[src/hdl/rfss_pkg.sv]
// Package for the radio frequency scan sequencer.
// Field widths, reset values, request/status/config codes and shared types.
// No dependencies.
`default_nettype none

package rfss_pkg;

  // Default width in bits of an offset in Hz.
  localparam int unsigned OFFSET_BITS_DEF = 23;

  // Fixed field widths
  localparam int unsigned SCAN_RANGE_W = 21;
  localparam int unsigned SCAN_STEP_W  = 20;
  localparam int unsigned MISS_LIMIT_W = 4;
  localparam int unsigned MIN_ZOOM_W   = 16;
  localparam int unsigned FREQ_ERR_W   = 8;
  localparam int unsigned CFG_DATA_W   = 21;
  localparam int unsigned CFG_IDX_W    = 2;
  // max(scan_step / 4, min_zoom_step) fits in 18 bits
  localparam int unsigned ZOOM_STEP_W  = 18;

  // Register reset values
  localparam logic [SCAN_RANGE_W-1:0] SCAN_RANGE_RST = 21'd100000;
  localparam logic [SCAN_STEP_W-1:0]  SCAN_STEP_RST  = 20'd5000;
  localparam logic [MISS_LIMIT_W-1:0] MISS_LIMIT_RST = 4'd3;
  localparam logic [MIN_ZOOM_W-1:0]   MIN_ZOOM_RST   = 16'd397;

  // Miss counter saturates here
  localparam logic [MISS_LIMIT_W-1:0] MISS_MAX = 4'd15;

  typedef enum logic [1:0] {
    REQ_START  = 2'd0,
    REQ_MEAS   = 2'd1,
    REQ_CANCEL = 2'd2,
    REQ_LOAD   = 2'd3
  } req_e;

  typedef enum logic [2:0] {
    ST_STEPPING  = 3'd0,
    ST_SAVED     = 3'd1,
    ST_KEPT      = 3'd2,
    ST_NO_SIGNAL = 3'd3,
    ST_CANCELLED = 3'd4,
    ST_RADIO_ERR = 3'd5,
    ST_IGNORED   = 3'd6
  } status_e;

  typedef enum logic [CFG_IDX_W-1:0] {
    CFG_SCAN_RANGE = 2'd0,
    CFG_SCAN_STEP  = 2'd1,
    CFG_MISS_LIMIT = 2'd2,
    CFG_MIN_ZOOM   = 2'd3
  } cfg_idx_e;

  // Configuration registers as seen by the core
  typedef struct packed {
    logic [SCAN_RANGE_W-1:0] scan_range;
    logic [SCAN_STEP_W-1:0]  scan_step;
    logic [MISS_LIMIT_W-1:0] miss_limit;
    logic [MIN_ZOOM_W-1:0]   min_zoom_step;
  } cfg_t;

  // Fixed-width part of a registered input word
  typedef struct packed {
    logic [1:0]                   req_type;
    logic                         decode_hit;
    logic                         radio_ok;
    logic signed [FREQ_ERR_W-1:0] freq_error;
    logic                         load_valid;
  } item_t;

endpackage

`default_nettype wire

[src/hdl/rfss_in_if.sv]
// Input channel of the scan sequencer: valid/ready plus request word.
// Depends on rfss_pkg.
`default_nettype none

interface rfss_in_if #(
  parameter int unsigned OFFSET_BITS = rfss_pkg::OFFSET_BITS_DEF
);
  logic                                   valid;
  logic                                   ready;
  logic [1:0]                             req_type;
  logic                                   decode_hit;
  logic                                   radio_ok;
  logic signed [rfss_pkg::FREQ_ERR_W-1:0] freq_error;
  logic signed [OFFSET_BITS-1:0]          load_offset;
  logic                                   load_valid;

  modport source (
    output valid, req_type, decode_hit, radio_ok, freq_error, load_offset, load_valid,
    input  ready
  );
  modport sink (
    input  valid, req_type, decode_hit, radio_ok, freq_error, load_offset, load_valid,
    output ready
  );
endinterface

`default_nettype wire

[src/hdl/rfss_out_if.sv]
// Result channel of the scan sequencer: valid/ready plus tune/status word.
// Depends on rfss_pkg.
`default_nettype none

interface rfss_out_if #(
  parameter int unsigned OFFSET_BITS = rfss_pkg::OFFSET_BITS_DEF
);
  logic                          valid;
  logic                          ready;
  logic signed [OFFSET_BITS-1:0] tune_offset;
  logic                          tune_enable;
  logic                          busy_res;
  logic [2:0]                    status;
  logic signed [OFFSET_BITS-1:0] stored_offset_out;
  logic                          stored_valid_out;

  modport source (
    output valid, tune_offset, tune_enable, busy_res, status, stored_offset_out,
           stored_valid_out,
    input  ready
  );
  modport sink (
    input  valid, tune_offset, tune_enable, busy_res, status, stored_offset_out,
           stored_valid_out,
    output ready
  );
endinterface

`default_nettype wire

[src/hdl/rfss_cfg_regs.sv]
// Configuration register file of the scan sequencer, write-only.
// Depends on rfss_pkg.
`default_nettype none

module rfss_cfg_regs (
  input  wire logic                            clk_i,
  input  wire logic                            rst_ni,
  input  wire logic                            we_i,
  input  wire logic [rfss_pkg::CFG_IDX_W-1:0]  idx_i,
  input  wire logic [rfss_pkg::CFG_DATA_W-1:0] data_i,
  output rfss_pkg::cfg_t                       cfg_o
);

  rfss_pkg::cfg_t cfg_q;

  // Register writes, truncated to each register's width
  always_ff @(posedge clk_i or negedge rst_ni) begin
    if (!rst_ni) begin
      cfg_q.scan_range    <= rfss_pkg::SCAN_RANGE_RST;
      cfg_q.scan_step     <= rfss_pkg::SCAN_STEP_RST;
      cfg_q.miss_limit    <= rfss_pkg::MISS_LIMIT_RST;
      cfg_q.min_zoom_step <= rfss_pkg::MIN_ZOOM_RST;
    end else if (we_i) begin
      unique case (rfss_pkg::cfg_idx_e'(idx_i))
        rfss_pkg::CFG_SCAN_RANGE: cfg_q.scan_range <= data_i[rfss_pkg::SCAN_RANGE_W-1:0];
        rfss_pkg::CFG_SCAN_STEP:  cfg_q.scan_step  <= data_i[rfss_pkg::SCAN_STEP_W-1:0];
        rfss_pkg::CFG_MISS_LIMIT: cfg_q.miss_limit <= data_i[rfss_pkg::MISS_LIMIT_W-1:0];
        rfss_pkg::CFG_MIN_ZOOM:   cfg_q.min_zoom_step <= data_i[rfss_pkg::MIN_ZOOM_W-1:0];
        default: cfg_q <= cfg_q;
      endcase
    end
  end

  assign cfg_o = cfg_q;

endmodule

`default_nettype wire

[src/hdl/rfss_in_stage.sv]
// Input register of the scan sequencer; holds one request word for the core.
// Depends on rfss_pkg and rfss_in_if.
`default_nettype none

module rfss_in_stage #(
  parameter int unsigned OFFSET_BITS = rfss_pkg::OFFSET_BITS_DEF
) (
  input  wire logic                     clk_i,
  input  wire logic                     rst_ni,
  rfss_in_if.sink                       req,
  input  wire logic                     take_i,
  output logic                          valid_o,
  output rfss_pkg::item_t               item_o,
  output logic signed [OFFSET_BITS-1:0] load_offset_o
);

  logic                          valid_q;
  rfss_pkg::item_t               item_q;
  logic signed [OFFSET_BITS-1:0] load_offset_q;

  // Slot is free when empty or being consumed this cycle
  assign req.ready = !valid_q || take_i;

  always_ff @(posedge clk_i or negedge rst_ni) begin
    if (!rst_ni) begin
      valid_q <= 1'b0;
    end else if (req.ready) begin
      valid_q <= req.valid;
    end
  end

  // Payload, no reset
  always_ff @(posedge clk_i) begin
    if (req.ready && req.valid) begin
      item_q.req_type   <= req.req_type;
      item_q.decode_hit <= req.decode_hit;
      item_q.radio_ok   <= req.radio_ok;
      item_q.freq_error <= req.freq_error;
      item_q.load_valid <= req.load_valid;
      load_offset_q     <= req.load_offset;
    end
  end

  assign valid_o       = valid_q;
  assign item_o        = item_q;
  assign load_offset_o = load_offset_q;

endmodule

`default_nettype wire

[src/hdl/rfss_core.sv]
// Scan sequencer state and next-state logic with the result register.
// Depends on rfss_pkg and rfss_out_if.
`default_nettype none

module rfss_core #(
  parameter int unsigned OFFSET_BITS = rfss_pkg::OFFSET_BITS_DEF
) (
  input  wire logic                            clk_i,
  input  wire logic                            rst_ni,
  input  wire rfss_pkg::cfg_t                  cfg_i,
  input  wire logic                            valid_i,
  input  wire rfss_pkg::item_t                 item_i,
  input  wire logic signed [OFFSET_BITS-1:0]   load_offset_i,
  output logic                                 take_o,
  rfss_out_if.source                           res
);

  // Working width: holds any offset +/- a step, and twice an offset
  localparam int unsigned CW = ((OFFSET_BITS > 22) ? OFFSET_BITS : 22) + 3;
  localparam logic signed [CW-1:0] OffMax = CW'((64'sd1 <<< (OFFSET_BITS - 1)) - 64'sd1);
  localparam logic signed [CW-1:0] OffMin = -OffMax - CW'(1);
  localparam int unsigned OB = OFFSET_BITS;
  localparam int unsigned ZW = rfss_pkg::ZOOM_STEP_W;

  typedef enum logic [4:0] {
    PH_IDLE    = 5'b00001,
    PH_WINDOW  = 5'b00010,
    PH_ZOOM    = 5'b00100,
    PH_VCAND   = 5'b01000,
    PH_VSTORED = 5'b10000
  } phase_e;

  function automatic logic signed [OFFSET_BITS-1:0] sat_off(input logic signed [CW-1:0] v);
    logic signed [CW-1:0] r;
    r = (v > OffMax) ? OffMax : ((v < OffMin) ? OffMin : v);
    return r[OFFSET_BITS-1:0];
  endfunction

  // State
  phase_e                  phase_q, phase_d;
  logic signed [OB-1:0]    cur_q, cur_d;
  logic signed [OB-1:0]    wfirst_q, wfirst_d;
  logic signed [OB-1:0]    wlast_q, wlast_d;
  logic                    hit_seen_q, hit_seen_d;
  logic [rfss_pkg::MISS_LIMIT_W-1:0] miss_q, miss_d;
  logic signed [OB-1:0]    best_q, best_d;
  logic signed [OB-1:0]    zend_q, zend_d;
  logic [ZW-1:0]           zstep_q, zstep_d;
  logic [7:0]              cand_q, cand_d;
  logic signed [OB-1:0]    prev_q, prev_d;
  logic signed [OB-1:0]    stored_q, stored_d;
  logic                    stored_valid_q, stored_valid_d;

  // Result register
  logic                    out_valid_q;
  logic signed [OB-1:0]    tune_q, tune_d;
  logic                    en_q, en_d;
  rfss_pkg::status_e       status_q, status_d;
  logic                    busy_q;
  logic signed [OB-1:0]    sto_out_q;
  logic                    stv_out_q;

  // Widened operands
  logic signed [CW-1:0] range_w, step_w, zstep_w, cur_w;
  logic [7:0]           fe_abs;
  logic                 hit, rok;

  // Window update
  logic                                hs_n;
  logic signed [OB-1:0]                wf_n, wl_n;
  logic [rfss_pkg::MISS_LIMIT_W-1:0]   mc_n;
  logic                                end_miss, end_range;
  logic signed [OB-1:0]                win_next;
  // Zoom setup from the finished window
  logic signed [OB:0]                  wsum;
  logic signed [OB-1:0]                zs_best, zs_end, zs_start;
  logic [ZW-1:0]                       zs_step, step_q4;
  // Zoom stepping
  logic signed [OB-1:0]                zoom_next;
  logic signed [CW-1:0]                zoom_lhs, zoom_rhs;

  assign take_o = valid_i && (!out_valid_q || res.ready);

  assign range_w = CW'(cfg_i.scan_range);
  assign step_w  = CW'(cfg_i.scan_step);
  assign zstep_w = CW'(zstep_q);
  assign cur_w   = CW'(cur_q);
  assign hit     = item_i.decode_hit;
  assign rok     = item_i.radio_ok;
  assign fe_abs  = item_i.freq_error[7] ? (~item_i.freq_error + 8'd1) : item_i.freq_error;

  // Window hit/miss bookkeeping
  always_comb begin
    hs_n     = hit_seen_q;
    wf_n     = wfirst_q;
    wl_n     = wlast_q;
    mc_n     = miss_q;
    end_miss = 1'b0;
    if (hit) begin
      if (!hit_seen_q) begin
        wf_n = cur_q;
        hs_n = 1'b1;
      end
      wl_n = cur_q;
      mc_n = '0;
    end else if (hit_seen_q) begin
      mc_n     = (miss_q < rfss_pkg::MISS_MAX) ? miss_q + 1'b1 : miss_q;
      end_miss = (mc_n >= cfg_i.miss_limit);
    end
  end

  assign win_next  = sat_off(cur_w + step_w);
  assign end_range = CW'(win_next) > range_w;

  // Zoom pass setup: midpoint, quarter step bounded below, bounds widened by a step
  assign wsum     = (OB + 1)'(wf_n) + (OB + 1)'(wl_n);
  assign zs_best  = OB'(wsum >>> 1);
  assign step_q4  = ZW'(cfg_i.scan_step >> 2);
  assign zs_step  = (step_q4 < ZW'(cfg_i.min_zoom_step)) ? ZW'(cfg_i.min_zoom_step) : step_q4;
  assign zs_end   = sat_off(CW'(wl_n) + step_w);
  assign zs_start = sat_off(CW'(wf_n) - step_w);

  // Zoom step and end test at twice the scale
  assign zoom_next = sat_off(cur_w + zstep_w);
  assign zoom_lhs  = CW'(zoom_next) <<< 1;
  assign zoom_rhs  = (CW'(zend_q) <<< 1) + zstep_w;

  // Next state and result word
  always_comb begin
    phase_d        = phase_q;
    cur_d          = cur_q;
    wfirst_d       = wfirst_q;
    wlast_d        = wlast_q;
    hit_seen_d     = hit_seen_q;
    miss_d         = miss_q;
    best_d         = best_q;
    zend_d         = zend_q;
    zstep_d        = zstep_q;
    cand_d         = cand_q;
    prev_d         = prev_q;
    stored_d       = stored_q;
    stored_valid_d = stored_valid_q;
    tune_d         = '0;
    en_d           = 1'b0;
    status_d       = rfss_pkg::ST_IGNORED;

    unique case (rfss_pkg::req_e'(item_i.req_type))
      rfss_pkg::REQ_START: begin
        if (phase_q == PH_IDLE) begin
          hit_seen_d = 1'b0;
          miss_d     = '0;
          wfirst_d   = '0;
          wlast_d    = '0;
          prev_d     = stored_q;
          cur_d      = sat_off(-range_w);
          phase_d    = PH_WINDOW;
          tune_d     = cur_d;
          en_d       = 1'b1;
          status_d   = rfss_pkg::ST_STEPPING;
        end
      end

      rfss_pkg::REQ_CANCEL: begin
        if (phase_q != PH_IDLE) begin
          phase_d  = PH_IDLE;
          tune_d   = stored_q;
          en_d     = 1'b1;
          status_d = rfss_pkg::ST_CANCELLED;
        end
      end

      rfss_pkg::REQ_LOAD: begin
        if (phase_q == PH_IDLE) begin
          stored_valid_d = item_i.load_valid;
          stored_d       = item_i.load_valid ? load_offset_i : '0;
          status_d       = rfss_pkg::ST_STEPPING;
        end
      end

      rfss_pkg::REQ_MEAS: begin
        unique case (phase_q)
          PH_WINDOW: begin
            if (!rok) begin
              phase_d  = PH_IDLE;
              status_d = rfss_pkg::ST_RADIO_ERR;
            end else begin
              hit_seen_d = hs_n;
              wfirst_d   = wf_n;
              wlast_d    = wl_n;
              miss_d     = mc_n;
              if (!end_miss) begin
                cur_d = win_next;
              end
              if (end_miss || end_range) begin
                en_d = 1'b1;
                if (!hs_n) begin
                  // no hit anywhere in the window
                  phase_d  = PH_IDLE;
                  tune_d   = '0;
                  status_d = rfss_pkg::ST_NO_SIGNAL;
                end else begin
                  best_d   = zs_best;
                  zstep_d  = zs_step;
                  zend_d   = zs_end;
                  cur_d    = zs_start;
                  phase_d  = PH_ZOOM;
                  tune_d   = zs_start;
                  status_d = rfss_pkg::ST_STEPPING;
                end
              end else begin
                tune_d   = win_next;
                en_d     = 1'b1;
                status_d = rfss_pkg::ST_STEPPING;
              end
            end
          end

          PH_ZOOM: begin
            en_d     = 1'b1;
            status_d = rfss_pkg::ST_STEPPING;
            if (!rok) begin
              phase_d = PH_VCAND;
              tune_d  = best_q;
            end else if (hit) begin
              best_d  = cur_q;
              phase_d = PH_VCAND;
              tune_d  = cur_q;
            end else begin
              cur_d = zoom_next;
              if (zoom_lhs > zoom_rhs) begin
                phase_d = PH_VCAND;
                tune_d  = best_q;
              end else begin
                tune_d = zoom_next;
              end
            end
          end

          PH_VCAND: begin
            cand_d = fe_abs;
            en_d   = 1'b1;
            if (!stored_valid_q) begin
              stored_d       = best_q;
              stored_valid_d = 1'b1;
              phase_d        = PH_IDLE;
              tune_d         = best_q;
              status_d       = rfss_pkg::ST_SAVED;
            end else if (!hit) begin
              phase_d  = PH_IDLE;
              tune_d   = stored_q;
              status_d = rfss_pkg::ST_KEPT;
            end else begin
              phase_d  = PH_VSTORED;
              tune_d   = prev_q;
              status_d = rfss_pkg::ST_STEPPING;
            end
          end

          PH_VSTORED: begin
            phase_d = PH_IDLE;
            en_d    = 1'b1;
            // stored offset lost lock, or the candidate is better centered
            if (!hit || (cand_q < fe_abs)) begin
              stored_d       = best_q;
              stored_valid_d = 1'b1;
              tune_d         = best_q;
              status_d       = rfss_pkg::ST_SAVED;
            end else begin
              tune_d   = stored_q;
              status_d = rfss_pkg::ST_KEPT;
            end
          end

          default: begin
            phase_d = PH_IDLE;
          end
        endcase
      end

      default: begin
        phase_d = phase_q;
      end
    endcase
  end

  // State registers
  always_ff @(posedge clk_i or negedge rst_ni) begin
    if (!rst_ni) begin
      phase_q        <= PH_IDLE;
      cur_q          <= '0;
      wfirst_q       <= '0;
      wlast_q        <= '0;
      hit_seen_q     <= 1'b0;
      miss_q         <= '0;
      best_q         <= '0;
      zend_q         <= '0;
      zstep_q        <= '0;
      cand_q         <= '0;
      prev_q         <= '0;
      stored_q       <= '0;
      stored_valid_q <= 1'b0;
    end else if (take_o) begin
      phase_q        <= phase_d;
      cur_q          <= cur_d;
      wfirst_q       <= wfirst_d;
      wlast_q        <= wlast_d;
      hit_seen_q     <= hit_seen_d;
      miss_q         <= miss_d;
      best_q         <= best_d;
      zend_q         <= zend_d;
      zstep_q        <= zstep_d;
      cand_q         <= cand_d;
      prev_q         <= prev_d;
      stored_q       <= stored_d;
      stored_valid_q <= stored_valid_d;
    end
  end

  // Result valid
  always_ff @(posedge clk_i or negedge rst_ni) begin
    if (!rst_ni) begin
      out_valid_q <= 1'b0;
    end else if (take_o) begin
      out_valid_q <= 1'b1;
    end else if (res.ready) begin
      out_valid_q <= 1'b0;
    end
  end

  // Result payload
  always_ff @(posedge clk_i) begin
    if (take_o) begin
      tune_q    <= tune_d;
      en_q      <= en_d;
      status_q  <= status_d;
      busy_q    <= (phase_d != PH_IDLE);
      sto_out_q <= stored_d;
      stv_out_q <= stored_valid_d;
    end
  end

  assign res.valid             = out_valid_q;
  assign res.tune_offset       = tune_q;
  assign res.tune_enable       = en_q;
  assign res.busy_res          = busy_q;
  assign res.status            = status_q;
  assign res.stored_offset_out = sto_out_q;
  assign res.stored_valid_out  = stv_out_q;

endmodule

`default_nettype wire

[src/hdl/radio_frequency_scan_sequencer.sv]
// Top level of the radio frequency scan sequencer.
// Depends on rfss_pkg, rfss_in_if, rfss_out_if, rfss_cfg_regs, rfss_in_stage, rfss_core.
//
//   port         dir  handshake       word
//   req_i        in   valid/ready     req_type, decode_hit, radio_ok, freq_error,
//                                     load_offset, load_valid
//   res_o        out  valid/ready     tune_offset, tune_enable, busy_res, status,
//                                     stored_offset_out, stored_valid_out
//   cfg_*        in   write enable    cfg_idx_i selects register, cfg_data_i value
//
// One word per cycle sustained while results are taken; each request yields exactly one
// result word. A request passes the input register, then one pass of next-state logic
// into the result register; all sequencer state updates in the same cycle.
// A stalled result holds the core; the input register still takes a word if empty.
// Reset (async, active low) clears control state and loads register defaults.
`default_nettype none

module radio_frequency_scan_sequencer #(
  parameter int unsigned OFFSET_BITS = rfss_pkg::OFFSET_BITS_DEF
) (
  input  wire logic                            clk_i,
  input  wire logic                            rst_ni,
  rfss_in_if.sink                              req_i,
  rfss_out_if.source                           res_o,
  input  wire logic                            cfg_we_i,
  input  wire logic [rfss_pkg::CFG_IDX_W-1:0]  cfg_idx_i,
  input  wire logic [rfss_pkg::CFG_DATA_W-1:0] cfg_data_i
);

  rfss_pkg::cfg_t                cfg;
  rfss_pkg::item_t               item;
  logic                          item_valid;
  logic                          take;
  logic signed [OFFSET_BITS-1:0] load_offset;

  rfss_cfg_regs u_cfg (
    .clk_i  (clk_i),
    .rst_ni (rst_ni),
    .we_i   (cfg_we_i),
    .idx_i  (cfg_idx_i),
    .data_i (cfg_data_i),
    .cfg_o  (cfg)
  );

  rfss_in_stage #(
    .OFFSET_BITS (OFFSET_BITS)
  ) u_in (
    .clk_i         (clk_i),
    .rst_ni        (rst_ni),
    .req           (req_i),
    .take_i        (take),
    .valid_o       (item_valid),
    .item_o        (item),
    .load_offset_o (load_offset)
  );

  rfss_core #(
    .OFFSET_BITS (OFFSET_BITS)
  ) u_core (
    .clk_i         (clk_i),
    .rst_ni        (rst_ni),
    .cfg_i         (cfg),
    .valid_i       (item_valid),
    .item_i        (item),
    .load_offset_i (load_offset),
    .take_o        (take),
    .res           (res_o)
  );

endmodule

`default_nettype wire

[src/flat_wrapper.sv]
// flat-port wrapper written by rule: the top's interface ports become plain ports
module radio_frequency_scan_sequencer_flat 
#(
  parameter int unsigned OFFSET_BITS = rfss_pkg::OFFSET_BITS_DEF
)
  (clk_i, rst_ni, cfg_we_i, cfg_idx_i, cfg_data_i, req_i_valid, req_i_req_type, req_i_decode_hit, req_i_radio_ok, req_i_freq_error, req_i_load_offset, req_i_load_valid, req_i_ready, res_o_valid, res_o_tune_offset, res_o_tune_enable, res_o_busy_res, res_o_status, res_o_stored_offset_out, res_o_stored_valid_out, res_o_ready);
  rfss_in_if #(.OFFSET_BITS(OFFSET_BITS)) req_i_i ();
  rfss_out_if #(.OFFSET_BITS(OFFSET_BITS)) res_o_i ();
  input  wire logic clk_i;
  input  wire logic rst_ni;
  input  wire logic cfg_we_i;
  input  wire logic [rfss_pkg::CFG_IDX_W-1:0] cfg_idx_i;
  input  wire logic [rfss_pkg::CFG_DATA_W-1:0] cfg_data_i;
  input wire logic [$bits(req_i_i.valid)-1:0] req_i_valid;
  input wire logic [$bits(req_i_i.req_type)-1:0] req_i_req_type;
  input wire logic [$bits(req_i_i.decode_hit)-1:0] req_i_decode_hit;
  input wire logic [$bits(req_i_i.radio_ok)-1:0] req_i_radio_ok;
  input wire logic [$bits(req_i_i.freq_error)-1:0] req_i_freq_error;
  input wire logic [$bits(req_i_i.load_offset)-1:0] req_i_load_offset;
  input wire logic [$bits(req_i_i.load_valid)-1:0] req_i_load_valid;
  output wire logic [$bits(req_i_i.ready)-1:0] req_i_ready;
  output wire logic [$bits(res_o_i.valid)-1:0] res_o_valid;
  output wire logic [$bits(res_o_i.tune_offset)-1:0] res_o_tune_offset;
  output wire logic [$bits(res_o_i.tune_enable)-1:0] res_o_tune_enable;
  output wire logic [$bits(res_o_i.busy_res)-1:0] res_o_busy_res;
  output wire logic [$bits(res_o_i.status)-1:0] res_o_status;
  output wire logic [$bits(res_o_i.stored_offset_out)-1:0] res_o_stored_offset_out;
  output wire logic [$bits(res_o_i.stored_valid_out)-1:0] res_o_stored_valid_out;
  input wire logic [$bits(res_o_i.ready)-1:0] res_o_ready;
  assign req_i_i.valid = req_i_valid;
  assign req_i_i.req_type = req_i_req_type;
  assign req_i_i.decode_hit = req_i_decode_hit;
  assign req_i_i.radio_ok = req_i_radio_ok;
  assign req_i_i.freq_error = req_i_freq_error;
  assign req_i_i.load_offset = req_i_load_offset;
  assign req_i_i.load_valid = req_i_load_valid;
  assign req_i_ready = req_i_i.ready;
  assign res_o_valid = res_o_i.valid;
  assign res_o_tune_offset = res_o_i.tune_offset;
  assign res_o_tune_enable = res_o_i.tune_enable;
  assign res_o_busy_res = res_o_i.busy_res;
  assign res_o_status = res_o_i.status;
  assign res_o_stored_offset_out = res_o_i.stored_offset_out;
  assign res_o_stored_valid_out = res_o_i.stored_valid_out;
  assign res_o_i.ready = res_o_ready;
  radio_frequency_scan_sequencer #(.OFFSET_BITS(OFFSET_BITS)) u_core (.clk_i(clk_i), .rst_ni(rst_ni), .req_i(req_i_i), .res_o(res_o_i), .cfg_we_i(cfg_we_i), .cfg_idx_i(cfg_idx_i), .cfg_data_i(cfg_data_i));
endmodule
[config.mk]
export PLATFORM = sky130hd
export DESIGN_NAME = radio_frequency_scan_sequencer_flat
export DESIGN_NICKNAME = d
export VERILOG_FILES = /design/src/hdl/rfss_pkg.sv /design/src/hdl/rfss_in_if.sv /design/src/hdl/rfss_out_if.sv /design/src/hdl/rfss_cfg_regs.sv /design/src/hdl/rfss_in_stage.sv /design/src/hdl/rfss_core.sv /design/src/hdl/radio_frequency_scan_sequencer.sv /design/src/flat_wrapper.sv
export SDC_FILE = /design/constraint.sdc
export NUM_CORES = 1
export LEC_CHECK = 0
export BUFFER_PORTS_ARGS = -buffer_cell sky130_fd_sc_hd__buf_2
export CAP_MARGIN = 20
export CORE_AREA = 4 4 225 227
export DETAILED_ROUTE_END_ITERATION = 16
export DIE_AREA = 0 0 229 231
export GPL_TIMING_DRIVEN = 0
export HOLD_SLACK_MARGIN = 0.08
export PLACE_DENSITY = 0.72
export RECOVER_POWER = 100
export SETUP_SLACK_MARGIN = 0.2
export SYNTH_ARGS = -nofsm -noshare
export SYNTH_HDL_FRONTEND = slang
export SYNTH_SLANG_ARGS = --single-unit
[constraint.sdc]
create_clock -name clk_i -period 6.9 [get_ports clk_i]
set_input_delay 1.035 -clock clk_i [delete_from_list [all_inputs] [get_ports clk_i]]
set_output_delay 1.035 -clock clk_i [all_outputs]
set_load 0.05 [all_outputs]
==> impl_metrics.toml <==
[sta]
tns_ns = 0
setup_viol = 0
fin_skew_ns = 0.0386
maxSlewViolCount = 172
tightestPinTransition_ns = 4.87
hold_viol = 0
rsz0062_at_grt = "true"
post-route-min-period_ns = 6.64
max_slew_margin = -2.24
hold_ws_ns = 0.459
fmax_ghz = 0.151
layout_setup_ws_ns = 0.257
finalCritPeriodShare = 0.963

[synthesis]
synth_fp_nets = 3283
synthFlopType = "dfrtp_1"
synthTopCellsByCount = "nand2_1, o21ai_0, dfrtp_1"
ys_ff_latch = 349
syn_area_per_cell_um2 = 8.79
yosysMostFrequentCell = "nand2_1"
ys_types = 98
ys_seq_area_frac = 0.347
synth_cells = 3020
yosys_warnings = 0
synth_area_um2 = 26500
yosys-top-cells-area = "dfrtp_1, edfxtp_1, ha_1"
async_flop_share = 0.748
synth_top_area_cell = "dfrtp_1"
synth_edf_count = 88
synth.top_cell.area_share = 0.228

[floorplan]
io_pins = 118
die_h_um = 231
fp.dieW_um = 229
start_util = 0.545
rows = 81
fp.coreArea_um2 = 48600
dieArea_um2 = 52900

[global_route]
grt_max_degree = 103
antenna_found_initial = 2
grt_pass1_vias = 24500
overflow = 0
track_usage = 0.420
grt_pass1_wl_um = 165000

[setup_path]
start_kind = "flop"
r2r_slack_ns = 0.26
path_delay_family = "compound AO/OA/AOI/OAI gates"
cp_num_cells = 25
rr_endpoint = "u_core.u_core.res.tune_offset[8]"
path_class = "flop to flop"
cp_max_fo = 10
cp_slowest_cell = "dfrtp_4"
path_buf_inv = 5
r2r_start = "u_core.u_core.cur_q[1]"
rr_worst_depth = 25
endpoint_kind = "flop"
slowest_delay_ns = 0.51
cp_data_required_time_ns = 7.25
worstPathArrival_ns = 6.99

[clock_network]
cts_tree = "done"
cts_sinks = 349
insertion_delay_ns = 0.61
cts_root_buf = "clkbuf_16"
clockBufferDepth = 3
h-tree-depth = 2
cts_hold_buf = 0
numCtsBuffers = 42
clkTransAtPathRegs_ns = 0.07

[power]
power_mw = 13.6
ir_worst_vdd_uv = 316
powerDensity_nw_per_um2 = 458
p_int_mw = 6.58
clockPowerShare = 0.167
leakage_nw = 13.0
power_switching_mw = 7.02
pwr-share-seq = 0.244
combPwrFrac = 0.589
p_sw_frac = 0.516

[flow_run]
drv_cap = 3

[final_layout]
drive_gt1_frac = 0.134
fillers = 4339
area_growth_pct = 11.8
multi_input_area_um2 = 16400
regArea_um2 = 9220
nets = 3469
instances_no_fill = 3864
largest_register_ffs = 61

[detailed_routing]
ant_nets = 0
drt-initial-drc-count = 4009
wl_um = 115000
dr.pass1.iters = 6
wl_per_cell_um = 29.8
drcViolationCount = 0
vias_per_cell = 6.78
dr_total_vias = 26200

[placement]
dp_cells = 3764
globalplace.congestion = 1.08
io_buffer_count = 117
place_ws_ns = -1.14
post-dp-hpwl_um = 90200

[status]
status = "finished, violations left"
violations = "max-capacitance violations, max-slew violations"

[hold_path]
min_from = "u_core.u_core.wfirst_q[9]"
hp-class = "flop to flop"
hold_end = "u_core.u_core.wfirst_q[9]"
worstHoldPathCells = 2
## kinds of logic (layout without fill, tap and decap cells)
group                      Yosys count  count (layout)  share of synthesized area
xor gates and xnor gates           124             124                     0.0409
and+or+nand+nor                    935             935                      0.160
DFF                                349             349                      0.347
muxes                              215             215                     0.0873
other                                0               2                          0
AOI/OAI and AO/OA                  922             922                      0.228
buffers and inverters              275             495                     0.0411
adders and majority gates          200             200                     0.0960
## power groups by stage
stage                     logic, mW  registers (mW)  clock network [mW]
after floorplan                4.69            3.00                   0
after global placement         7.21            3.27                   0
after detailed placement       7.35            3.28                   0
after CTS                      7.53            3.24                2.27
after global routing           8.43            3.30                2.36
final                          8.01            3.32                2.28
## routing by layer
metal | vias up | routed length [um] | GRT usage
li1 | 11500 | - | -
met1 | 12700 | 44800 | 0.560
met2 | 1632 | 47000 | 0.599
met3 | 386 | 14800 | 0.135
met4 | 2 | 8380 | 0.247
met5 | - | 16 | 0
## layout make-up
cell class | count | share of cell area
antenna | 2 | 0.000169
multi-input combinational | 2396 | 0.554
buffer | 146 | 0.0213
sequential | 349 | 0.311
inverter | 129 | 0.0166
clock buffer | 56 | 0.0382
tap | 622 | 0.0262
timing repair buffer | 142 | 0.0248
clock inverter | 22 | 0.00822
## stage by stage
| step | util | instance area [um^2] |
|---|---|---|
| final | 0.610 | 29700 |
| after CTS | 0.608 | 29600 |
| after detailed placement | 0.576 | 28000 |
| after global placement | 0.573 | 27900 |
| after floorplan | - | 26500 |
| after global routing | 0.610 | 29700 |
## layout by cell type, fill, tap and decap left out, types with 37 or more instances in the layout
master	instances
nand2_1	381
o21ai_0	244
a21oi_1	233
dfrtp_1	228
nor2_1	206
ha_1	193
clkbuf_1	184
mux2_2	131
inv_1	126
nand3_1	96
edfxtp_1	88
mux2i_1	83
xnor2_1	78
a21o_1	66
buf_2	66
nor3_1	48
xor2_1	46
clkbuf_16	42
and3_1	37
## how the worst max path moves through the flow
stage                     slack (ns)                                to                   start
after floorplan                 1.21        u_core.u_core.res.busy_res  u_core.u_core.cur_q[0]
after global placement         -1.21  u_core.u_core.res.tune_offset[1]  u_core.u_core.cur_q[1]
after detailed placement       -1.14        u_core.u_core.res.busy_res  u_core.u_core.cur_q[1]
after CTS                       0.19        u_core.u_core.res.busy_res  u_core.u_core.cur_q[1]
after global routing             0.1          u_core.u_core.best_q[13]  u_core.u_core.cur_q[0]
final                           0.26  u_core.u_core.res.tune_offset[8]  u_core.u_core.cur_q[1]
## worst reg2reg max path, delay by kind of cell (launching register included)
kind	cells	cell delay (ns)
AO/OA/AOI/OAI	14	3.06
buffers and inverters	5	0.88
adder cells (fa/ha/maj)	2	0.75
AND/OR/NAND/NOR	4	1.18
flip-flops	1	0.51
## repair_timing
| item | 4_1_cts | 5_1_grt |
|---|---|---|
| pin swaps | 2 | 9 |
| setup buffers | 6 | 14 |
| cloned | 0 | 0 |
| resized for setup | 50 | 53 |
| setup endpoints to repair | 112 | 89 |
Power figures use the tool's default switching activity.
